`config.mk`:
```
export PLATFORM = sky130hd
export DESIGN_NAME = udp_port_frame_classifier
export DESIGN_NICKNAME = d
export VERILOG_FILES = /design/src/rtl/upfc_pkg.sv /design/src/rtl/udp_port_frame_classifier.sv /design/src/rtl/upfc_parser.sv /design/src/rtl/upfc_fifo.sv /design/src/rtl/upfc_judge.sv
export VERILOG_INCLUDE_DIRS = /design/src /design/src/rtl
export SDC_FILE = /design/constraint.sdc
export NUM_CORES = 1
export LEC_CHECK = 0
export BUFFER_PORTS_ARGS = -buffer_cell sky130_fd_sc_hd__buf_4
export CAP_MARGIN = 20
export CORE_MARGIN = 2
export CORE_UTILIZATION = 25
export CTS_CLUSTER_DIAMETER = 40
export CTS_CLUSTER_SIZE = 12
export DETAILED_ROUTE_END_ITERATION = 12
export GPL_TIMING_DRIVEN = 0
export PLACE_DENSITY = 0.51
export SKIP_LAST_GASP = 1
export SLEW_MARGIN = 5
export SYNTH_ARGS = -nofsm -noshare
export SYNTH_HDL_FRONTEND = slang
export SYNTH_SLANG_ARGS = --single-unit
```
`constraint.sdc`:
```
create_clock -name aclk -period 4.9 [get_ports aclk]
set_input_delay 0.98 -clock aclk [delete_from_list [all_inputs] [get_ports aclk]]
set_output_delay 0.98 -clock aclk [all_outputs]
set_load 0.01 [all_outputs]
```
`src/rtl/udp_port_frame_classifier_defines.svh`:
```
// assertion macros used by the classifier request queue
`ifndef UDP_PORT_FRAME_CLASSIFIER_DEFINES_SVH
`define UDP_PORT_FRAME_CLASSIFIER_DEFINES_SVH

`ifndef NO_ASSERTIONS
// property must hold at every clock edge out of reset
`define UPFC_ASSERT(name, prop) \
    name: assert property (@(posedge aclk) disable iff (!aresetn) prop) \
        else $error("upfc assertion failed");
// condition must never be seen out of reset
`define UPFC_NEVER(name, cond) \
    name: assert property (@(posedge aclk) disable iff (!aresetn) !(cond)) \
        else $error("upfc forbidden condition seen");
`else
`define UPFC_ASSERT(name, prop)
`define UPFC_NEVER(name, cond)
`endif

`endif

```
`src/rtl/upfc_pkg.sv`:
```
`timescale 1ns / 1ps
package upfc_pkg;

    // receive queues with a socket mask bit each
    localparam int QUEUE_COUNT = 64;

    // ethernet / ip / udp constants
    localparam logic [15:0] KIND_IPV4    = 16'h0800;
    localparam logic [15:0] KIND_IPV6    = 16'h86DD;
    localparam logic [7:0]  PROTO_UDP    = 8'd17;
    localparam logic [6:0]  ETH_LEN      = 7'd14;
    localparam logic [6:0]  IPV4_MIN_LEN = 7'd20;
    localparam logic [6:0]  IPV6_LEN     = 7'd40;
    localparam logic [6:0]  UDP_LEN      = 7'd8;

    // byte positions of fixed captures
    localparam logic [15:0] POS_KIND_HI  = 16'd12;
    localparam logic [15:0] POS_KIND_LO  = 16'd13;
    localparam logic [15:0] POS_IHL      = 16'd14;
    localparam logic [15:0] POS_V6_NEXT  = 16'd20;
    localparam logic [15:0] POS_V4_PROTO = 16'd23;
    localparam logic [15:0] COUNT_MAX    = 16'hFFFF;

    // configuration register indexes
    localparam logic CFG_MATCH_PORT  = 1'b0;
    localparam logic CFG_SOCKET_MASK = 1'b1;
    localparam logic [15:0] MATCH_PORT_RESET = 16'd53;

    // request queue between parser and judge
    localparam int FIFO_DEPTH = 2;
    localparam int FIFO_PTR_W = $clog2(FIFO_DEPTH);
    localparam int FIFO_CNT_W = $clog2(FIFO_DEPTH + 1);

    typedef struct packed {
        logic [7:0] frame_byte;
        logic       last_byte;
        logic [5:0] rx_queue;
    } in_item_t;

    typedef struct packed {
        logic       verdict;
        logic [5:0] target_queue;
    } out_item_t;

    // per-frame request from parser to judge
    typedef struct packed {
        logic        candidate;
        logic [15:0] dest_port;
        logic [5:0]  rx_queue;
    } frame_req_t;

endpackage

```
`src/rtl/udp_port_frame_classifier.sv`:
```
`timescale 1ns / 1ps
// Frame classifier: takes an Ethernet frame one byte per request, a new byte
// accepted every cycle while s_ready is high, and gives one verdict per frame
// via the request queue and the output register. A frame is redirected (verdict 1,
// target_queue = rx_queue) when it is IPv4 or IPv6 carrying UDP, holds the
// whole IP and UDP headers, its UDP destination port equals match_port
// (register 0, reset 53) and socket_mask (register 1, reset 0) has the bit
// for its queue; otherwise it is passed with target_queue 0. VLAN tags are
// not parsed. A two-entry request queue sits between the byte parser and the
// verdict stage, so s_ready drops only when two verdicts wait in the queue
// behind one that m_ready has not taken; the rate is otherwise set by the
// parser at one byte per cycle.
module udp_port_frame_classifier (
    input  logic                aclk,
    input  logic                aresetn,
    input  logic                s_valid,
    output logic                s_ready,
    input  upfc_pkg::in_item_t  s_data,
    output logic                m_valid,
    input  logic                m_ready,
    output upfc_pkg::out_item_t m_data,
    input  logic                cfg_we,
    input  logic                cfg_addr,
    input  logic [63:0]         cfg_wdata
);

    logic                 in_accept;
    logic                 push;
    logic                 pop;
    logic                 fifo_full;
    logic                 fifo_empty;
    upfc_pkg::frame_req_t push_req;
    upfc_pkg::frame_req_t pop_req;

    assign s_ready   = !fifo_full;
    assign in_accept = s_valid && s_ready;

    // byte parser
    upfc_parser u_parser (
        .aclk    (aclk),
        .aresetn (aresetn),
        .accept  (in_accept),
        .item    (s_data),
        .push    (push),
        .req     (push_req)
    );

    // frame request queue
    upfc_fifo u_fifo (
        .aclk     (aclk),
        .aresetn  (aresetn),
        .push     (push),
        .push_req (push_req),
        .pop      (pop),
        .pop_req  (pop_req),
        .full     (fifo_full),
        .empty    (fifo_empty)
    );

    // verdict stage
    upfc_judge u_judge (
        .aclk      (aclk),
        .aresetn   (aresetn),
        .cfg_we    (cfg_we),
        .cfg_addr  (cfg_addr),
        .cfg_wdata (cfg_wdata),
        .req_valid (!fifo_empty),
        .req       (pop_req),
        .req_pop   (pop),
        .m_valid   (m_valid),
        .m_ready   (m_ready),
        .m_data    (m_data)
    );

endmodule

```
`src/rtl/upfc_parser.sv`:
```
`timescale 1ns / 1ps
module upfc_parser (
    input  logic                aclk,
    input  logic                aresetn,
    input  logic                accept,
    input  upfc_pkg::in_item_t  item,
    output logic                push,
    output upfc_pkg::frame_req_t req
);

    logic [15:0] byte_count_reg, byte_count_next;
    logic [15:0] ether_kind_reg, ether_kind_next;
    logic [3:0]  header_words_reg, header_words_next;
    logic [7:0]  next_protocol_reg, next_protocol_next;
    logic [15:0] dest_port_reg, dest_port_next;

    logic        is_v4;
    logic        is_v6;
    logic [6:0]  udp_start;
    logic [6:0]  udp_last;
    logic [6:0]  ip_last;
    logic [15:0] port_hi_pos;
    logic [15:0] port_lo_pos;

    // header geometry from captured fields
    always_comb begin
        is_v4 = (ether_kind_reg == upfc_pkg::KIND_IPV4);
        is_v6 = (ether_kind_reg == upfc_pkg::KIND_IPV6);
        if (is_v6) begin
            udp_start = upfc_pkg::ETH_LEN + upfc_pkg::IPV6_LEN;
            ip_last   = upfc_pkg::ETH_LEN + upfc_pkg::IPV6_LEN - 7'd1;
        end else begin
            udp_start = upfc_pkg::ETH_LEN + {1'b0, header_words_reg, 2'b00};
            ip_last   = upfc_pkg::ETH_LEN + upfc_pkg::IPV4_MIN_LEN - 7'd1;
        end
        udp_last    = udp_start + upfc_pkg::UDP_LEN - 7'd1;
        port_hi_pos = {9'd0, udp_start + 7'd2};
        port_lo_pos = {9'd0, udp_start + 7'd3};
    end

    // capture fields by byte position, clear on last byte
    always_comb begin
        byte_count_next    = byte_count_reg;
        ether_kind_next    = ether_kind_reg;
        header_words_next  = header_words_reg;
        next_protocol_next = next_protocol_reg;
        dest_port_next     = dest_port_reg;
        if (accept) begin
            if (item.last_byte) begin
                byte_count_next    = '0;
                ether_kind_next    = '0;
                header_words_next  = '0;
                next_protocol_next = '0;
                dest_port_next     = '0;
            end else begin
                if (byte_count_reg != upfc_pkg::COUNT_MAX) begin
                    byte_count_next = byte_count_reg + 16'd1;
                end
                if (byte_count_reg == upfc_pkg::POS_KIND_HI) begin
                    ether_kind_next = {item.frame_byte, ether_kind_reg[7:0]};
                end else if (byte_count_reg == upfc_pkg::POS_KIND_LO) begin
                    ether_kind_next = {ether_kind_reg[15:8], item.frame_byte};
                end
                if (is_v4 && byte_count_reg == upfc_pkg::POS_IHL) begin
                    header_words_next = item.frame_byte[3:0];
                end
                if ((is_v4 && byte_count_reg == upfc_pkg::POS_V4_PROTO) ||
                    (is_v6 && byte_count_reg == upfc_pkg::POS_V6_NEXT)) begin
                    next_protocol_next = item.frame_byte;
                end
                if (is_v4 || is_v6) begin
                    if (byte_count_reg == port_hi_pos) begin
                        dest_port_next = {item.frame_byte, dest_port_reg[7:0]};
                    end else if (byte_count_reg == port_lo_pos) begin
                        dest_port_next = {dest_port_reg[15:8], item.frame_byte};
                    end
                end
            end
        end
    end

    always_ff @(posedge aclk) begin
        if (!aresetn) begin
            byte_count_reg    <= '0;
            ether_kind_reg    <= '0;
            header_words_reg  <= '0;
            next_protocol_reg <= '0;
            dest_port_reg     <= '0;
        end else begin
            byte_count_reg    <= byte_count_next;
            ether_kind_reg    <= ether_kind_next;
            header_words_reg  <= header_words_next;
            next_protocol_reg <= next_protocol_next;
            dest_port_reg     <= dest_port_next;
        end
    end

    // frame request on last byte: kind, protocol and length checks
    always_comb begin
        push              = accept && item.last_byte;
        req.candidate     = (is_v4 || is_v6) &&
                            (next_protocol_reg == upfc_pkg::PROTO_UDP) &&
                            (byte_count_reg >= {9'd0, ip_last}) &&
                            (byte_count_reg >= {9'd0, udp_last});
        req.dest_port     = dest_port_reg;
        req.rx_queue      = item.rx_queue;
    end

endmodule

```
`src/rtl/upfc_fifo.sv`:
```
`timescale 1ns / 1ps
`include "udp_port_frame_classifier_defines.svh"
module upfc_fifo (
    input  logic                 aclk,
    input  logic                 aresetn,
    input  logic                 push,
    input  upfc_pkg::frame_req_t push_req,
    input  logic                 pop,
    output upfc_pkg::frame_req_t pop_req,
    output logic                 full,
    output logic                 empty
);

    upfc_pkg::frame_req_t entry_reg [upfc_pkg::FIFO_DEPTH];
    logic [upfc_pkg::FIFO_PTR_W-1:0] wr_ptr_reg, wr_ptr_next;
    logic [upfc_pkg::FIFO_PTR_W-1:0] rd_ptr_reg, rd_ptr_next;
    logic [upfc_pkg::FIFO_CNT_W-1:0] count_reg, count_next;

    // pointer wrap at queue depth
    function automatic logic [upfc_pkg::FIFO_PTR_W-1:0] ptr_inc(
        input logic [upfc_pkg::FIFO_PTR_W-1:0] p);
        if (p == upfc_pkg::FIFO_PTR_W'(upfc_pkg::FIFO_DEPTH - 1)) begin
            return '0;
        end
        return p + upfc_pkg::FIFO_PTR_W'(1);
    endfunction

    assign full    = (count_reg == upfc_pkg::FIFO_CNT_W'(upfc_pkg::FIFO_DEPTH));
    assign empty   = (count_reg == '0);
    assign pop_req = entry_reg[rd_ptr_reg];

    // pointer and fill count update
    always_comb begin
        wr_ptr_next = push ? ptr_inc(wr_ptr_reg) : wr_ptr_reg;
        rd_ptr_next = pop ? ptr_inc(rd_ptr_reg) : rd_ptr_reg;
        count_next  = count_reg;
        if (push && !pop) begin
            count_next = count_reg + upfc_pkg::FIFO_CNT_W'(1);
        end else if (pop && !push) begin
            count_next = count_reg - upfc_pkg::FIFO_CNT_W'(1);
        end
    end

    always_ff @(posedge aclk) begin
        if (!aresetn) begin
            wr_ptr_reg <= '0;
            rd_ptr_reg <= '0;
            count_reg  <= '0;
        end else begin
            wr_ptr_reg <= wr_ptr_next;
            rd_ptr_reg <= rd_ptr_next;
            count_reg  <= count_next;
        end
    end

    // request storage
    always_ff @(posedge aclk) begin
        if (push) begin
            entry_reg[wr_ptr_reg] <= push_req;
        end
    end

    `UPFC_NEVER(a_fifo_overflow, push && full && !pop)
    `UPFC_NEVER(a_fifo_underflow, pop && empty)
    `UPFC_ASSERT(a_fifo_count_up, push && !pop |=> count_reg == $past(count_reg) + 1'b1)
    `UPFC_ASSERT(a_fifo_ptr_gap, empty |-> wr_ptr_reg == rd_ptr_reg)

endmodule

```
`src/rtl/upfc_judge.sv`:
```
`timescale 1ns / 1ps
module upfc_judge (
    input  logic                 aclk,
    input  logic                 aresetn,
    input  logic                 cfg_we,
    input  logic                 cfg_addr,
    input  logic [63:0]          cfg_wdata,
    input  logic                 req_valid,
    input  upfc_pkg::frame_req_t req,
    output logic                 req_pop,
    output logic                 m_valid,
    input  logic                 m_ready,
    output upfc_pkg::out_item_t  m_data
);

    logic [15:0] match_port_reg;
    logic [63:0] socket_mask_reg;
    logic        m_valid_reg, m_valid_next;
    upfc_pkg::out_item_t m_data_reg, m_data_next;
    logic        hit;

    // configuration registers
    always_ff @(posedge aclk) begin
        if (!aresetn) begin
            match_port_reg  <= upfc_pkg::MATCH_PORT_RESET;
            socket_mask_reg <= '0;
        end else if (cfg_we) begin
            unique case (cfg_addr)
                upfc_pkg::CFG_MATCH_PORT:  match_port_reg  <= cfg_wdata[15:0];
                upfc_pkg::CFG_SOCKET_MASK: socket_mask_reg <= cfg_wdata;
                default: ;
            endcase
        end
    end

    // port match and bound socket check, output register
    always_comb begin
        hit = req.candidate &&
              (req.dest_port == match_port_reg) &&
              ({1'b0, req.rx_queue} < 7'(upfc_pkg::QUEUE_COUNT)) &&
              socket_mask_reg[req.rx_queue];
        req_pop      = req_valid && (!m_valid_reg || m_ready);
        m_valid_next = m_valid_reg;
        m_data_next  = m_data_reg;
        if (req_pop) begin
            m_valid_next             = 1'b1;
            m_data_next.verdict      = hit;
            m_data_next.target_queue = hit ? req.rx_queue : 6'd0;
        end else if (m_ready) begin
            m_valid_next = 1'b0;
        end
    end

    always_ff @(posedge aclk) begin
        if (!aresetn) begin
            m_valid_reg <= 1'b0;
        end else begin
            m_valid_reg <= m_valid_next;
        end
    end

    always_ff @(posedge aclk) begin
        m_data_reg <= m_data_next;
    end

    assign m_valid = m_valid_reg;
    assign m_data  = m_data_reg;

endmodule
```
==> out/qor.yml <==
routing:
  viasPerCell: 4.484
  antenna_left: 0
  firstDrtPassIters: 9
  drc_errors: 8
  dr.first_iter.drc_count: 413
  via_count: 6815
  routed_wl_um: 23260
  wire_per_inst_um: 15.30
timing:
  min_period_over_period: 0.6881
  whs_ps: 452.1
  rsz0062_at_grt: "false"
  setup_tns_ps: 0
  hold_violations: 0
  period_needed_ps: 3372
  slew_violations: 0
  relSlewSlack: 0.3322
  setup_viol: 0
  worst_slew_pin_slew_ps: 994.0
  clock_skew_ps: 12.57
  clock.fmax_ghz: 0.2966
cells_and_area:
  final_util: 0.3078
  fillers: 3674
  diodes: 0
  largest_reg_flops: 64
  seq_area_um2: 4514
  area_delta_synth_final_pct: 21.11
  fin_area_um2: 10970
  nets: 1146
  multi_input_area_um2: 4264
  drive_gt1_frac: 0.1492
die:
  core-area_um2: 35660
  chipWidth_um: 194.4
  pin_count: 94
  die_y_um: 194.4
  die_area_um2: 37780
  initial_utilization: 0.2541
  rows: 69
clocking:
  cts-root-buf: "clkbuf_16"
  post_cts_buffers: 0
  cts_tree: "done"
  h-tree-depth: 4
  clk_latency_ps: 430
  clockBufferDepth: 2
  cts_sinks: 199
  cts_made_buffers: 17
  cts_hold_buffers: 0
  clk_pin_slew_ps: 80
  cts_resized: 0
global_route:
  gr-usage-met3: 0.02499
  gr-usage-all-layers: 0.1249
  grt_pass1_vias: 6634
  met2_usage: 0.2084
  use_met1: 0.1665
  grt_pass1_wl_um: 37070
  grt_overflow: 0
  antenna_found_initial: 0
  top_usage_layer: "met2"
  grt_max_degree: 21
logic_synthesis:
  ys_warn_count: 0
  synth_largest_area_cell: "dfxtp_1"
  synthCells: 934
  yosys-top-cells-area: "dfxtp_1, edfxtp_1, nand2_1, a21boi_0, mux2i_1"
  ys_ff_latch: 199
  yosysTopAreaCellShare: 0.3226
  ys_seq_area_frac: 0.4982
  synthDistinctLibCells: 61
  syn_area_um2: 9061
  synth_nets: 1034
  synth-edff-count: 53
  async_reset_ff_frac: 0
  avgSynthCellArea_um2: 9.701
  synth_ff_type: "dfxtp_1"
worst_setup_path:
  r2r_end: "u_judge.m_data[3]"
  cp.required_ps: 5050
  cp-start-kind: "flip-flop"
  cp.arrival_ps: 3520
  crit_fanout: 10
  crit_chain: "buf_2 -> mux2i_2 -> clkbuf_1 -> mux4_2 -> nand2_1 -> a31oi_1 -> a211oi_1 -> nor3_1"
  r2r_cells: 8
  worstSetupPathType: "flip-flop to flip-flop"
  ff2ff_setup_slack_ps: 1530
  crit_path_end_kind: "flip-flop"
  cp_slowest_cell: "mux2i_2"
  slowest_delay_ps: 760
power:
  switchingPower_mw: 1.186
  power_frac_comb: 0.189
  p_seq_frac: 0.457
  power_per_cell_area_nw_per_um2: 367.7
  pwr-share-clk: 0.354
  leakagePower_nw: 4.030
  netSwitchingFraction: 0.2940
  vdd_drop_max_mv: 0.2159
  p_int_mw: 2.849
worst_hold_path:
  hold_start: "u_parser.dest_port_reg[11]"
  hold_depth: 0
  hold_path.class: "flip-flop to flip-flop"
  holdPathEnd: "u_fifo.entry_reg[0][17]"
placement:
  hpwlAfterDp_um: 17630
  place_area_um2: 10370
  port_buffers: 91
  gp_congestion: 0.7668
job:
  drv_cap: 0
outcome:
  violations: "design-rule violations"
  status: "finished, violations left"
[placed cells by master, fill, tap and decap left out, types with 9 or more instances in the layout]
cell type and instances:
nand2_1 237, dfxtp_1 146, buf_4 92, a21boi_0 86, edfxtp_1 53, mux2i_1 43, clkbuf_1 40, nor2_1 27
nor2b_1 27, nand3_1 23, xor2_1 23, a22oi_1 22, inv_1 18, clkbuf_16 18, ha_1 15, xnor2_1 14
nor3_1 13, o21ai_0 13, a21oi_1 9, mux4_2 9
[power groups by stage]
stage / registers (mW) / logic [mW] / clock network, mW
finish: 1.84 / 0.764 / 1.43
global route: 1.86 / 0.844 / 1.54
detailed placement: 1.88 / 0.777 / 0
floorplan: 1.88 / 0.496 / 0
global placement: 1.88 / 0.770 / 0
CTS: 1.84 / 0.781 / 1.47
[stage by stage]
step / instances / worst slack (ps) / total power [mW]
detailed placement: 1488 / 1501 / 2.657
CTS: 1520 / 1482 / 4.095
global route: 1520 / 1242 / 4.236
floorplan: 934 / 2001 / 2.373
finish: 1520 / 1528 / 4.035
global placement: 1486 / 1277 / 2.649
[worst max-delay path: cells and delay by family (launching register included)]
| kind | cells | cell delay [ps] |
|---|---|---|
| mux | 2 | 1150 |
| buf+inv | 2 | 670 |
| compound gates | 2 | 750 |
| flops | 1 | 310 |
| simple gates | 2 | 210 |
[kinds of logic after synthesis]
kind of cell               after synthesis  share of synthesized area
xor gates and xnor gates                37                    0.03576
DFF                                    199                     0.4982
buffers and inverters                   70                    0.03148
muxes                                   59                    0.07912
AOI/OAI and AO/OA                      172                     0.1379
adders and majority gates               16                    0.02182
and+or+nand+nor                        381                     0.1957
[worst max path at each step]
stage                                from                      end  slack, ps
2_1_floorplan  u_parser.ether_kind_reg[8]  u_fifo.entry_reg[0][22]       2000
3_3_place_gp                    s_data[6]  u_fifo.entry_reg[0][19]       1280
3_5_place_dp                    flip-flop        u_judge.m_data[3]       1500
4_1_cts                         flip-flop        u_judge.m_data[3]       1480
5_1_grt                         flip-flop        u_judge.m_data[3]       1240
6_report                        flip-flop        u_judge.m_data[3]       1530
[layout make-up]
| cell class | instances | area share |
|---|---|---|
| flip-flops and latches | 199 | 0.4114 |
| multi-input cells | 665 | 0.3886 |
| repair buffers | 93 | 0.06613 |
| well taps | 461 | 0.05256 |
| clock buffers | 19 | 0.04230 |
| plain buffers | 52 | 0.01984 |
| clock inverters | 13 | 0.01311 |
| inverters | 18 | 0.006157 |
[synth_stat cells (3+ instances only)]
cell       number
a211o_1         3
a211oi_1        4
a21boi_0       86
a21oi_1         9
a22oi_1        22
a31o_2          3
a31oi_1         6
and2_1          8
and3_1          3
and4_1          3
buf_1           6
buf_2           3
clkbuf_1       40
dfxtp_1       146
edfxtp_1       53
ha_1           15
inv_1          18
mux2_2          5
mux2i_1        43
mux4_2          9
nand2_1       237
nand2b_1        6
nand3_1        23
nand4_1         4
nor2_1         28
nor2b_1        27
nor3_1         13
nor4_1          4
nor4b_1         4
o2111ai_1       3
o211ai_1        3
o21ai_0        13
o22ai_1         3
or3_1           7
xnor2_1        14
xor2_1         23
[routing by layer]
metal  share of wire  vias up  wire length (um)
met2            0.47      121             11010
met1            0.48     3202             11180
li1                -     3481                 -
met4          0.0070        0               162
met5               0        -                 0
met3           0.039       11               903
(Power assumes the default switching activity.)
